File: src/hw/rtl/hsl_to_rgb_converter_assert.svh
// ----------------------------------------------------------------------------
// hsl_to_rgb_converter assertion macros
// Concurrent assertion wrappers, empty when SYNTHESIS is defined.
// ----------------------------------------------------------------------------
`ifndef HSL_TO_RGB_CONVERTER_ASSERT_SVH
`define HSL_TO_RGB_CONVERTER_ASSERT_SVH

`ifndef SYNTHESIS

// same-cycle implication under reset
`define HSL_ASSERT_SAME(label, clk, rstn, ante, cons) \
    label: assert property (@(posedge clk) disable iff (!rstn) (ante) |-> (cons)) \
        else $error("hsl assertion failed: same-cycle check");

// next-cycle implication under reset
`define HSL_ASSERT_NEXT(label, clk, rstn, ante, cons) \
    label: assert property (@(posedge clk) disable iff (!rstn) (ante) |=> (cons)) \
        else $error("hsl assertion failed: next-cycle check");

`else

`define HSL_ASSERT_SAME(label, clk, rstn, ante, cons)
`define HSL_ASSERT_NEXT(label, clk, rstn, ante, cons)

`endif

`endif

File: src/hw/rtl/hsl_pkg.sv
`timescale 1ns / 1ps
// ----------------------------------------------------------------------------
// hsl_pkg
// Shared payload types and fixed constants of the HSL to RGB converter.
// ----------------------------------------------------------------------------
package hsl_pkg;

    typedef struct packed {
        logic [8:0] hue;
        logic [7:0] saturation;
        logic [7:0] lightness;
    } hsl_req_t;

    typedef struct packed {
        logic [7:0] red;
        logic [7:0] green;
        logic [7:0] blue;
    } rgb_t;

    // signed angle wide enough for -120..631
    localparam int ANGLE_W = 11;
    // ramp weight 0..60
    localparam int K_W     = 7;
    // p, q and q - p in units of 1/65536
    localparam int PQ_W    = 16;
    // 60 * p + d * k
    localparam int NUM_W   = 22;
    // numerator after the divide by 1024
    localparam int X_W     = 12;
    localparam int RECIP_W = 16;
    localparam int QUO_W   = 9;

    localparam logic signed [ANGLE_W-1:0] HUE_OFFSET = 11'sd120;
    localparam logic signed [ANGLE_W-1:0] FULL_TURN  = 11'sd360;

    localparam logic [8:0] SEG_RISE_END = 9'd60;
    localparam logic [8:0] SEG_HIGH_END = 9'd180;
    localparam logic [8:0] SEG_FALL_END = 9'd240;

    localparam logic [K_W-1:0] K_FULL = 7'd60;
    localparam logic [K_W-1:0] K_ZERO = 7'd0;

    // floor(x / 15) = (x * 34953) >> 19 for x < 4096
    localparam logic [RECIP_W-1:0] RECIP_15    = 16'd34953;
    localparam int                 RECIP_SHIFT = 19;
    localparam int                 DIV_SHIFT   = 10;

    localparam logic [7:0] CHAN_MAX = 8'd255;

endpackage

File: src/hw/rtl/hsl_to_rgb_converter.sv
`timescale 1ns / 1ps
// ----------------------------------------------------------------------------
// hsl_to_rgb_converter
// HSL pixel to RGB pixel, six-stage pipeline, one pixel per clock unless the output stalls.
// ----------------------------------------------------------------------------
// Usage:
//   s_valid/s_ready/s_data carry one HSL request (hue in degrees,
//   saturation and lightness in 1/256 steps); m_valid/m_ready/m_data
//   carry the RGB result, one result per request, in request order.
//   Throughput is one pixel per cycle unless the receiver stalls; the
//   rate is set by the six register stages (l*s product, q/p, base and
//   difference, d*k product, divide by 1024, reciprocal multiply by
//   1/15) that all advance together.
//   When the receiver holds m_ready low with a result waiting, the whole
//   pipeline freezes and s_ready drops; nothing is lost or repeated and
//   m_data holds. Stages holding bubbles never block the flow.
//   Reset (aresetn low, synchronous) clears all stage valid bits; data
//   registers are not reset. The block has no configuration.
// ----------------------------------------------------------------------------
`include "hsl_to_rgb_converter_assert.svh"

module hsl_to_rgb_converter (
    input  logic              aclk,
    input  logic              aresetn,
    input  logic              s_valid,
    output logic              s_ready,
    input  hsl_pkg::hsl_req_t s_data,
    output logic              m_valid,
    input  logic              m_ready,
    output hsl_pkg::rgb_t     m_data
);

    localparam int DEPTH = 6;

    logic [DEPTH-1:0] vld_reg;
    logic [DEPTH-1:0] vld_next;
    logic             pipe_en;

    // stage 1
    logic [15:0]                  ls_reg;
    logic [7:0]                   l_reg;
    logic [7:0]                   s_reg;
    logic [hsl_pkg::K_W-1:0]      k1_reg [3];
    logic [hsl_pkg::K_W-1:0]      k1_next [3];
    logic signed [hsl_pkg::ANGLE_W-1:0] ang [3];
    logic signed [hsl_pkg::ANGLE_W-1:0] hue_s;

    // stage 2
    logic [hsl_pkg::PQ_W-1:0]     q_reg;
    logic [hsl_pkg::PQ_W-1:0]     p_reg;
    logic [hsl_pkg::K_W-1:0]      k2_reg [3];
    logic [16:0]                  q_wide;
    logic [16:0]                  p_wide;

    // stage 3
    logic [hsl_pkg::PQ_W-1:0]     d_reg;
    logic [hsl_pkg::NUM_W-1:0]    base_reg;
    logic [hsl_pkg::K_W-1:0]      k3_reg [3];
    logic [hsl_pkg::NUM_W-1:0]    base_next;

    logic [7:0]                   chan [3];

    assign pipe_en  = !vld_reg[DEPTH-1] || m_ready;
    assign s_ready  = pipe_en;
    assign m_valid  = vld_reg[DEPTH-1];
    assign vld_next = {vld_reg[DEPTH-2:0], s_valid};

    always_ff @(posedge aclk) begin
        if (!aresetn) begin
            vld_reg <= '0;
        end else if (pipe_en) begin
            vld_reg <= vld_next;
        end
    end

    // channel angles: hue + 120, hue, hue - 120
    assign hue_s  = signed'({2'b00, s_data.hue});
    assign ang[0] = hue_s + hsl_pkg::HUE_OFFSET;
    assign ang[1] = hue_s;
    assign ang[2] = hue_s - hsl_pkg::HUE_OFFSET;

    for (genvar c = 0; c < 3; c++) begin : g_ramp
        hsl_ramp_sel u_ramp (
            .angle  (ang[c]),
            .weight (k1_next[c])
        );
    end

    // q and p in units of 1/65536
    always_comb begin
        if (!l_reg[7]) begin
            q_wide = {1'b0, l_reg, 8'b0} + {1'b0, ls_reg};
        end else begin
            q_wide = {1'b0, l_reg, 8'b0} + {1'b0, s_reg, 8'b0} - {1'b0, ls_reg};
        end
        p_wide = {l_reg, 9'b0} - q_wide;
    end

    // 60 * p as 64p - 4p
    assign base_next = {p_reg, 6'b0} - {4'b0, p_reg, 2'b0};

    always_ff @(posedge aclk) begin
        if (pipe_en) begin
            ls_reg   <= {8'b0, s_data.lightness} * {8'b0, s_data.saturation};
            l_reg    <= s_data.lightness;
            s_reg    <= s_data.saturation;
            k1_reg   <= k1_next;
            q_reg    <= q_wide[hsl_pkg::PQ_W-1:0];
            p_reg    <= p_wide[hsl_pkg::PQ_W-1:0];
            k2_reg   <= k1_reg;
            d_reg    <= q_reg - p_reg;
            base_reg <= base_next;
            k3_reg   <= k2_reg;
        end
    end

    for (genvar c = 0; c < 3; c++) begin : g_chan
        hsl_chan_pipe u_chan (
            .aclk   (aclk),
            .en     (pipe_en),
            .base   (base_reg),
            .diff   (d_reg),
            .weight (k3_reg[c]),
            .chan   (chan[c])
        );
    end

    assign m_data.red   = chan[0];
    assign m_data.green = chan[1];
    assign m_data.blue  = chan[2];

    // ramp weights never exceed a full segment
    `HSL_ASSERT_SAME(a_k_range, aclk, aresetn, vld_reg[0], (k1_reg[0] <= hsl_pkg::K_FULL) && (k1_reg[1] <= hsl_pkg::K_FULL) && (k1_reg[2] <= hsl_pkg::K_FULL))
    // lower ramp level never above the upper one
    `HSL_ASSERT_SAME(a_p_le_q, aclk, aresetn, vld_reg[1], p_reg <= q_reg)
    // a frozen pipeline keeps every item in place
    `HSL_ASSERT_NEXT(a_stall_hold, aclk, aresetn, !pipe_en, vld_reg == $past(vld_reg))

endmodule

File: src/hw/rtl/hsl_ramp_sel.sv
`timescale 1ns / 1ps
// ----------------------------------------------------------------------------
// hsl_ramp_sel
// Wraps one channel angle once and picks its ramp weight k (0..60).
// ----------------------------------------------------------------------------
module hsl_ramp_sel (
    input  logic signed [hsl_pkg::ANGLE_W-1:0] angle,
    output logic        [hsl_pkg::K_W-1:0]     weight
);

    logic signed [hsl_pkg::ANGLE_W-1:0] wrapped;
    logic        [8:0]                  t;
    logic        [8:0]                  fall;

    always_comb begin
        if (angle < 0) begin
            wrapped = angle + hsl_pkg::FULL_TURN;
        end else if (angle > hsl_pkg::FULL_TURN) begin
            wrapped = angle - hsl_pkg::FULL_TURN;
        end else begin
            wrapped = angle;
        end
    end

    // wrapped angle always lands in 0..360
    assign t    = wrapped[8:0];
    assign fall = hsl_pkg::SEG_FALL_END - t;

    always_comb begin
        if (t < hsl_pkg::SEG_RISE_END) begin
            weight = {1'b0, t[5:0]};
        end else if (t < hsl_pkg::SEG_HIGH_END) begin
            weight = hsl_pkg::K_FULL;
        end else if (t < hsl_pkg::SEG_FALL_END) begin
            weight = fall[hsl_pkg::K_W-1:0];
        end else begin
            weight = hsl_pkg::K_ZERO;
        end
    end

endmodule

File: src/hw/rtl/hsl_chan_pipe.sv
`timescale 1ns / 1ps
// ----------------------------------------------------------------------------
// hsl_chan_pipe
// Three-stage channel back end: d * k, add base and divide by 1024,
// divide by 15 through a reciprocal multiply, then saturate.
// ----------------------------------------------------------------------------
module hsl_chan_pipe (
    input  logic                          aclk,
    input  logic                          en,
    input  logic [hsl_pkg::NUM_W-1:0]     base,
    input  logic [hsl_pkg::PQ_W-1:0]      diff,
    input  logic [hsl_pkg::K_W-1:0]       weight,
    output logic [7:0]                    chan
);

    localparam int PROD_W = hsl_pkg::PQ_W + hsl_pkg::K_W;
    localparam int QP_W   = hsl_pkg::X_W + hsl_pkg::RECIP_W;

    logic [PROD_W-1:0]          prod_reg;
    logic [PROD_W-1:0]          prod_next;
    logic [hsl_pkg::NUM_W-1:0]  base_reg;
    logic [hsl_pkg::X_W-1:0]    x_reg;
    logic [hsl_pkg::X_W-1:0]    x_next;
    logic [QP_W-1:0]            quo_reg;
    logic [QP_W-1:0]            quo_next;
    logic [PROD_W-1:0]          num;
    logic [hsl_pkg::QUO_W-1:0]  quo;

    assign prod_next = {{hsl_pkg::K_W{1'b0}}, diff} * {{hsl_pkg::PQ_W{1'b0}}, weight};
    assign num       = {{(PROD_W-hsl_pkg::NUM_W){1'b0}}, base_reg} + prod_reg;
    assign x_next    = num[hsl_pkg::DIV_SHIFT +: hsl_pkg::X_W];
    assign quo_next  = {{hsl_pkg::RECIP_W{1'b0}}, x_reg}
                     * {{hsl_pkg::X_W{1'b0}}, hsl_pkg::RECIP_15};

    always_ff @(posedge aclk) begin
        if (en) begin
            prod_reg <= prod_next;
            base_reg <= base;
            x_reg    <= x_next;
            quo_reg  <= quo_next;
        end
    end

    assign quo  = quo_reg[hsl_pkg::RECIP_SHIFT +: hsl_pkg::QUO_W];
    assign chan = quo[hsl_pkg::QUO_W-1] ? hsl_pkg::CHAN_MAX : quo[7:0];

endmodule
File: config.mk
export PLATFORM = sky130hd
export DESIGN_NAME = hsl_to_rgb_converter
export DESIGN_NICKNAME = d
export VERILOG_FILES = /design/src/hw/rtl/hsl_pkg.sv /design/src/hw/rtl/hsl_to_rgb_converter.sv /design/src/hw/rtl/hsl_ramp_sel.sv /design/src/hw/rtl/hsl_chan_pipe.sv
export VERILOG_INCLUDE_DIRS = /design/src /design/src/hw/rtl
export SDC_FILE = /design/constraint.sdc
export NUM_CORES = 1
export LEC_CHECK = 0
export ABC_AREA = 1
export BUFFER_PORTS_ARGS = -buffer_cell sky130_fd_sc_hd__buf_2
export CAP_MARGIN = 20
export CORE_MARGIN = 2
export CORE_UTILIZATION = 45
export DETAILED_ROUTE_END_ITERATION = 16
export PLACE_DENSITY = 0.62
export SYNTH_ARGS = -nofsm -noshare
export SYNTH_HDL_FRONTEND = slang
export SYNTH_SLANG_ARGS = --single-unit
File: constraint.sdc
create_clock -name aclk -period 28.6 [get_ports aclk]
set_clock_uncertainty 0.2 [all_clocks]
set_input_delay 7.15 -clock aclk [delete_from_list [all_inputs] [get_ports aclk]]
set_output_delay 7.15 -clock aclk [all_outputs]
set_load 0.1 [all_outputs]
==> metrics.txt, run 1 <==
vias per inst=slightly below 5; crit-path max cell delay=between 0.4 and 0.5 ns; max reg flops=60; Post-synth EDFFs=about 300; Setup crit start kind=input port; Via Count=between 20000 and 25000; crit-path cells=buf_2 > nor2_1 > inv_8 > buf_2; Synth Flop Type=edfxtp_1; status=completed; WL/cell=between 10 and 15 µm; Worst path slowest cell=nor2_1; area share of the leading cell type in the synthesized netlist=0.2794; PostCTS Resize Cnt=0; initial DRC count=1315; Synth area leader=edfxtp_1; max-cap violations=0; Crit path max-delay family=buffers and inverters; busiest layer in global routing=met2; Clock Path Buffers=3; synthesis-to-finish area growth=8.169%; Relative slew margins=0.3235; grt met2 use=0.3192; final setup TNS=0 ns; Worst Path Max Fanout=77; hold buffer count at CTS=0; cell count along the critical path=4; antenna diode count=0; Die Area=around 75000 µm²; filler cell count=6668; critical path arrival=8.51 ns; core region area=around 72000 µm²; initial antenna violation count=0; Reg2Reg Depth=19; min Tclk post-route=15.86 ns; post-place setup slack=roughly 13 ns; setup ws final=~13 ns; DR DRC count=0; fraction of registers with async set/reset=0; Clock Latency Late Sink=approximately 0.56 ns; H-tree depth=2; FP Rows=98; GRT Total Usage=0.1866; Reg-to-Reg End=g_chan[0].u_chan.prod_reg[19]$_DFFE_PP_; Worst R2R Setup Slack=22.88 ns; Die Span Y=approximately 270 µm; GRT overflow=0; CTS sink count=310; CTS buffer count=38; Worst setup EP type=output port; WS Path Type=input port to output port; Area contributors post-synth=edfxtp_1, fa_1, ha_1, inv_1, nand2_1; Worst EP required=between 20 and 25 ns; postcts setup bufs=0; number of buffers added on ports=54; Post-Syn Area=32670 µm²; gp weighted congestion=about 0.91; critical path startpoint=m_ready; Syn Inst Count=3708; setup violators final=0; Min-Delay Path Depth=0; Cell variety after synth=60; Die Width=approximately 270 µm; Total Wirelength=66860 µm; IO Count=55; most frequent CP cell=buf_2; layout cells sized above 1=0.05494; Final period util=0.5545; sequential fraction of the synthesis area=0.2831; initial core utilization=0.4555; WP buf/inv=3; RR Startpoint=d_reg[6]$_DFFE_PP_; crit path to=s_ready; drt pass-1 iters=7; Post-Syn Area per Cell=approximately 8.8 µm²; clock root buffer master=clkbuf_16; CTS tree=built; commonest non-fill, non-tap cell in the layout=inv_1; Ys Warns=0; vias in the first global route=23430; first-pass GRT wire length=114800 µm; met3 usage=0.01781; Final Max Tran Viols=0; GR Layer Usage met1=0.2523; CTS clk-pin slew, worst paths=around 0.06 ns; class of the worst hold path=register to register; fmax=0.06306 GHz; post-synthesis register bit count=310; largest net degree at the start of global routing=157; Hold Fails Final Rpt=0; final net count=about 4500; Detailed Place HPWL=around 53000 µm; antenna-violating nets left=0; Worst-Margin Slew=~1.0 ns; most frequent cells in the layout=inv_1, nand2_1, ha_1; RSZ-0062 raised after global routing=false
## kinds of logic after synthesis
logic type | Yosys count | synth area share
and+or+nand+nor | 1187 | 0.1524
buffers and inverters | 888 | 0.1027
adders and majority gates | 695 | 0.3323
AOI/OAI and AO/OA | 419 | 0.07372
DFF | 310 | 0.2831
xor gates and xnor gates | 207 | 0.05549
other | 2 | 0.0002299
## stage by stage
stage	utilization	hold WS (ns)	cells	cell area (µm²)
after floorplan	-	0.2003	3725	32740
after global placement	0.4741	0.2008	4668	34010
after detailed placement	0.4741	0.2045	4668	34010
after CTS	0.4927	0.2112	4736	35340
after global routing	0.4927	0.2203	4736	35340
final	0.4927	0.2081	4736	35340
## final cells by class
| type | count | area [µm²] | share of cell area |
|---|---|---|---|
| well taps | 950 | 1189 | 0.03363 |
| inverters | 814 | 3063 | 0.08667 |
| clock buffers | 42 | 987.2 | 0.02793 |
| clock inverters | 26 | 342.8 | 0.009701 |
| multi-input cells | 2527 | 20130 | 0.5696 |
| repair buffers | 67 | 380.4 | 0.01076 |
| flip-flops and latches | 310 | 9249 | 0.2617 |
## metal layers
| metal | vias to the layer above | part of all wire |
|---|---|---|
| li1 | 11870 | - |
| met1 | 10970 | 0.47 |
| met2 | 400 | 0.47 |
| met3 | 89 | 0.035 |
| met4 | 0 | 0.025 |
| met5 | - | 0 |
## synthesized netlist by cell type, types with 4 or more instances
master	number
nor3_1	29
o211ai_1	12
and2_1	4
a21oi_1	214
inv_1	804
nor2_1	136
clkbuf_1	67
nand3_2	5
dfxtp_1	6
nand2_2	11
or2_2	25
nand3_1	109
nand2_1	799
a21o_1	14
o21ai_0	86
inv_2	9
nand4_1	40
ha_1	407
buf_2	4
a31oi_1	13
o21bai_1	13
xor2_1	151
nor2_2	9
fa_1	288
edfxtp_1	304
nor4_1	8
xnor2_1	56
o211a_1	4
a211oi_1	11
o21ai_1	10
o31ai_1	9
a221oi_1	4
## worst register-to-register path: cells and delay by family (launching register included)
kind	cells	cell delay, ns
flops	1	1.01
compound gates	2	0.57
xor+xnor	1	0.31
fa+ha+maj	5	2.41
buf+inv	3	0.20
simple gates	8	0.79
## worst min path at each step
stage | start | endpoint | slack [ns]
finish | k1_reg[19]$_DFFE_PP_ | k2_reg[19]$_DFFE_PP_ | 0.21
CTS | k1_reg[19]$_DFFE_PP_ | k2_reg[19]$_DFFE_PP_ | 0.21
detailed placement | base_reg[16]$_DFFE_PP_ | g_chan[0].u_chan.base_reg[16]$_DFFE_PP_ | 0.20
global placement | k2_reg[8]$_DFFE_PP_ | k3_reg[8]$_DFFE_PP_ | 0.20
floorplan | base_reg[10]$_DFFE_PP_ | g_chan[0].u_chan.base_reg[10]$_DFFE_PP_ | 0.20
global route | k1_reg[19]$_DFFE_PP_ | k2_reg[19]$_DFFE_PP_ | 0.22
Power of run 1 is not shown: default switching activity piles up to over one toggle a cycle in this logic, so the estimate is an artifact.
==> run 2, diff against run 1 <==
--- a/config.mk
+++ b/config.mk
@@ -6,7 +6,7 @@
 export SDC_FILE = /design/constraint.sdc
 export NUM_CORES = 1
 export LEC_CHECK = 0
-export ABC_AREA = 1
+export ABC_AREA = 0
 export BUFFER_PORTS_ARGS = -buffer_cell sky130_fd_sc_hd__buf_2
 export CAP_MARGIN = 20
 export CORE_MARGIN = 2
==> constraint.sdc (replaced) <==
create_clock -name aclk -period 15.2 [get_ports aclk]
set_clock_uncertainty 0.2 [all_clocks]
set_input_delay 3.8 -clock aclk [delete_from_list [all_inputs] [get_ports aclk]]
set_output_delay 3.8 -clock aclk [all_outputs]
set_load 0.1 [all_outputs]
==> metrics.txt, run 2 <==
Clock Path Buffers=3 (unchanged); most common cell in the synthesized netlist=inv_1; fraction of registers with async set/reset=0 (unchanged); WL/cell=15.80 µm (+12%); Worst Path Max Fanout=125 (+62%); Cell variety after synth=86 (+43%); Via Count=20520 (-12%); Hold Fails Final Rpt=0 (unchanged); Post-synth EDFFs=304 (unchanged); first-pass GRT wire length=105700 µm (-7.9%); hold buffer count at CTS=0 (unchanged); synthesis-to-finish area growth=8.209% (about the same); max reg flops=60 (unchanged); CTS tree=built; Area contributors post-synth=edfxtp_1, fa_1, ha_1, inv_1, and2_1; CTS sink count=310 (unchanged); Setup crit start kind=input port; most frequent CP cell=buf_2; FF+latch area=9249 µm² (unchanged); antenna diode count=0 (unchanged); Ys Warns=0 (unchanged); status=completed; initial antenna violation count=0 (unchanged); GRT overflow=0 (unchanged); Detailed Place HPWL=48840 µm (-7.7%); Die Area=71040 µm² (-5.0%); antenna-violating nets left=0 (unchanged); Final period util=0.6187; vias per inst=5.204 (+5.7%); layout cells sized above 1=0.06174 (+0.006805); min Tclk post-route=9.404 ns; PostCTS Resize Cnt=0 (unchanged); number of buffers added on ports=54 (unchanged); Syn Inst Count=2974 (-20%); GRT Total Usage=0.1817 (-0.004921); final net count=3756 (-16%); Synth Flop Type=edfxtp_1; final setup TNS=0 ns (unchanged); setup violators final=0 (unchanged); filler cell count=6163 (-7.6%); class of the worst hold path=register to register; initial core utilization=0.4530 (-0.002435); Final Max Tran Viols=0 (unchanged); initial DRC count=1066 (-19%); Worst EP required=11.20 ns (-10.05 ns); area share of the leading cell type in the synthesized netlist=0.2943 (+0.01490); crit-path max cell delay=0.55 ns (+0.08 ns); crit-path cells=buf_2 > nor2b_1 > inv_8 > buf_2; commonest non-fill, non-tap cell in the layout=inv_1; Worst-Margin Slew=1.008 ns (-0.007095 ns); CTS clk-pin slew, worst paths=0.06 ns (about the same); fmax=approximately 0.11 GHz; CTS buffer count=38 (unchanged); multi-input logic area=19900 µm² (-1.1%); FP Rows=96 (-2.0%); setup ws final=5.796 ns (-6.946 ns); Worst path slowest cell=nor2b_1; DR DRC count=0 (unchanged); final core utilization=0.4902 (-0.002451); max-cap violations=0 (unchanged); postcts setup bufs=0 (unchanged); largest net degree at the start of global routing=126 (-20%); post-synthesis register bit count=310 (unchanged); critical path arrival=5.40 ns (-3.11 ns); vias in the first global route=21880 (-6.6%); H-tree depth=2 (unchanged); Total Wirelength=62280 µm (-6.8%); most frequent cells in the layout=inv_1, ha_1, edfxtp_1; core region area=68470 µm² (-4.6%); RSZ-0062 raised after global routing=false; Post-Syn Area per Cell=10.43 µm² (+18%); clock root buffer master=clkbuf_16; WS Path Type=input port to output port; IO Count=55 (unchanged); Clock Latency Late Sink=0.56 ns (about the same); Die Width=266.5 µm (-2.5%); Worst setup EP type=output port; sequential fraction of the synthesis area=0.2982 (+0.01510); Synth area leader=edfxtp_1; synth cell count leaders=inv_1, ha_1, edfxtp_1; gp weighted congestion=0.8714 (-3.8%); Post-Syn Area=31020 µm² (-5.1%); drt pass-1 iters=5 (-2); Relative slew margins=0.3282 (+0.004730); Die Span Y=266.5 µm (-2.5%); post-place setup slack=5.772 ns (-6.974 ns)
==> run 2: metal layers <==
metal	track usage	share of wire	vias to the layer above	wire length, µm
li1	-	-	10090	-
met1	0.2271	0.45	9989	27720
met2	0.3286	0.50	334	31090
met3	0.01965	0.031	103	1936
met4	0.05648	0.025	0	1538
met5	0	0	-	0
==> run 2: critical path: cells and delay by family <==
kind	cells	cell delay (ns)
buffers and inverters	3	0.98
AND/OR/NAND/NOR	1	0.55
==> run 2: final timing paths <==
check / from / slack [ns] / endpoint / cells after the start
setup / recovery: m_ready / 5.80 / s_ready / 4
hold / removal: base_reg[2]$_DFFE_PP_ / 0.22 / g_chan[0].u_chan.base_reg[2]$_DFFE_PP_ / 0
setup reg to reg: d_reg[8]$_DFFE_PP_ / 9.16 / g_chan[0].u_chan.prod_reg[21]$_DFFE_PP_ / 17
hold reg to reg: base_reg[2]$_DFFE_PP_ / 0.22 / g_chan[0].u_chan.base_reg[2]$_DFFE_PP_ / 0
==> run 2: final cells by class <==
class,count,area share
repair buffers,70,0.01163
well taps,882,0.03288
multi-input cells,2176,0.5929
flip-flops and latches,310,0.2756
clock buffers,41,0.02930
clock inverters,28,0.008760
inverters,436,0.04898
==> run 2: stage by stage <==
| stage | instances | hold slack, ns | instance area (µm²) |
|---|---|---|---|
| 5_1_grt | 3943 | 0.2252 | 33560 |
| 2_1_floorplan | 2991 | 0.2003 | 31080 |
| 4_1_cts | 3943 | 0.2179 | 33560 |
| 3_3_place_gp | 3874 | 0.2004 | 32290 |
| 3_5_place_dp | 3874 | 0.2045 | 32290 |
| 6_report | 3943 | 0.2173 | 33560 |
==> run 2: cell families after synthesis <==
family | synth area share
AND/OR/NAND/NOR | 0.1305
XOR/XNOR | 0.06176
multiplexers | 0.001654
buffers and inverters | 0.06232
adder cells (fa/ha/maj) | 0.3501
other | 0.0002421
AO/OA/AOI/OAI | 0.09528
flip-flops | 0.2982
Power of run 2 is left out for the same reason.
==> run 3, diff against run 2 <==
--- a/config.mk
+++ b/config.mk
@@ -6,13 +6,13 @@
 export SDC_FILE = /design/constraint.sdc
 export NUM_CORES = 1
 export LEC_CHECK = 0
-export ABC_AREA = 0
+export ABC_AREA = 1
 export BUFFER_PORTS_ARGS = -buffer_cell sky130_fd_sc_hd__buf_2
 export CAP_MARGIN = 20
 export CORE_MARGIN = 2
 export CORE_UTILIZATION = 45
 export DETAILED_ROUTE_END_ITERATION = 16
-export PLACE_DENSITY = 0.62
+export PLACE_DENSITY = 0.65
 export SYNTH_ARGS = -nofsm -noshare
 export SYNTH_HDL_FRONTEND = slang
 export SYNTH_SLANG_ARGS = --single-unit
==> constraint.sdc (replaced) <==
create_clock -name aclk -period 8 [get_ports aclk]
set_clock_uncertainty 0.2 [all_clocks]
set_input_delay 2 -clock aclk [delete_from_list [all_inputs] [get_ports aclk]]
set_output_delay 2 -clock aclk [all_outputs]
set_load 0.1 [all_outputs]
==> metrics.txt, run 3 (synthesis gave the netlist of run 1 again) <==
WS Path Type=input port to register; post-place setup slack=1.727 ns (-4.045 ns); Die Width=273.5 µm (+2.6%); drt pass-1 iters=5 (unchanged); Reg2Reg Depth=19 (+2); min Tclk post-route=between 5 and 6 ns; RR Startpoint=d_reg[8]$_DFFE_PP_; setup ws final=2.277 ns (-3.519 ns); postcts setup bufs=0 (unchanged); max-cap violations=0 (unchanged); Relative slew margins=0.3143 (-0.01397); Hold Path End=k2_reg[8]$_DFFE_PP_; Die Area=74770 µm² (+5.3%); Final period util=0.7154; gp weighted congestion=0.9016 (+3.5%); Worst R2R Setup Slack=2.45 ns (-6.71 ns); layout cells sized above 1=0.05310 (-0.008640); vias in the first global route=23180 (+6.0%); clock root buffer master=clkbuf_16; Worst setup EP type=register; status=completed; Worst EP required=8.10 ns (-3.10 ns); fmax=~0.17 GHz; Min-Delay Path Depth=0 (unchanged); initial core utilization=0.4555 (+0.002435); final setup TNS=0 ns (unchanged); Setup crit start kind=input port; core region area=71730 µm² (+4.8%); CTS buffer count=37 (-2.6%); Hold Fails Final Rpt=0 (unchanged); Area after DPL=34000 µm² (+5.3%); CTS sink count=310 (unchanged); vias per inst=4.890 (-6.0%); worst hold slack=0.2067 ns (-0.01061 ns); GRT Total Usage=0.1836 (+0.001913); first-pass GRT wire length=113300 µm (+7.1%); CTS clk-pin slew, worst paths=0.07 ns (about the same); CTS tree=built; Worst-Margin Slew=1.029 ns (+0.02095 ns); number of buffers added on ports=54 (unchanged); Clock Path Buffers=3 (unchanged); Via Count=23150 (+13%); commonest non-fill, non-tap cell in the layout=inv_1; largest net degree at the start of global routing=84 (-33%); synthesis-to-finish area growth=7.724%; Clock Latency Late Sink=0.55 ns (about the same); antenna diode count=0 (unchanged); GRT overflow=0 (unchanged); cell area after layout=35200 µm² (+4.9%); initial DRC count=1350 (+27%); FP Rows=98 (+2.1%); DR DRC count=0 (unchanged); final net count=4481 (+19%); setup violators final=0 (unchanged); Die Span Y=273.5 µm (+2.6%); IO Count=55 (unchanged); antenna-violating nets left=0 (unchanged); class of the worst hold path=register to register; initial antenna violation count=0 (unchanged); hold wc startpoint=k1_reg[8]$_DFFE_PP_; critical path arrival=5.83 ns (+0.43 ns); WL/cell=14.05 µm (-11%); Worst Path Max Fanout=9 (-93%); most frequent cells in the layout=inv_1, nand2_1, ha_1; Total Wirelength=66530 µm (+6.8%); Detailed Place HPWL=53060 µm (+8.6%); H-tree depth=2 (unchanged); RSZ-0062 raised after global routing=false; Final Max Tran Viols=0 (unchanged); max reg flops=60 (unchanged); hold buffer count at CTS=0 (unchanged); PostCTS Resize Cnt=0 (unchanged); Reg-to-Reg End=g_chan[0].u_chan.prod_reg[19]$_DFFE_PP_
[run 3: worst max-delay path: stages]
cell	delay [ns]
buf_2	0.20
nand2_1	0.11
fa_1	0.54
inv_1	0.06
fa_1	0.49
fa_1	0.49
inv_1	0.05
fa_1	0.47
inv_1	0.04
ha_1	0.33
nand2_1	0.08
o21ai_0	0.16
a21oi_1	0.09
o21ai_0	0.32
a21oi_1	0.11
nor2_1	0.10
nor2_1	0.05
xnor2_1	0.11
[run 3: final cells by class]
type                            instances  area, µm²
Fill cell                            6791      36540
Multi-Input combinational cell       2527      20140
Tap cell                              950       1189
Clock buffer                           44      952.2
Sequential cell                       310       9249
Clock inverter                         23      241.5
Timing Repair Buffer                   67      367.9
Inverter                              814       3059
[run 3: metal layers]
metal  share of wire  wire length, µm  track usage  up-vias
met2            0.46            30510       0.3071      426
met5               0                0            0        -
met3           0.035             2314      0.02193       98
met1            0.48            31900       0.2501    10770
li1                -                -            -    11860
met4           0.027             1808      0.05450        0
[run 3: through the flow]
step,cells,utilization
CTS,4735,0.4907
global route,4735,0.4907
global placement,4668,0.4740
detailed placement,4668,0.4740
floorplan,3725,-
finish,4735,0.4907
[run 3: worst max path at each step]
stage / from / to / slack (ns)
after floorplan: m_ready / s_ready / -0.05
after global placement: s_data[7] / ls_reg[15]$_DFFE_PP_ / 1.75
after detailed placement: s_data[7] / ls_reg[15]$_DFFE_PP_ / 1.73
after CTS: m_ready / s_ready / 2.24
after global routing: s_data[3] / ls_reg[15]$_DFFE_PP_ / 2.02
final: s_data[7] / ls_reg[14]$_DFFE_PP_ / 2.28
Power of run 3 is left out for the same reason.
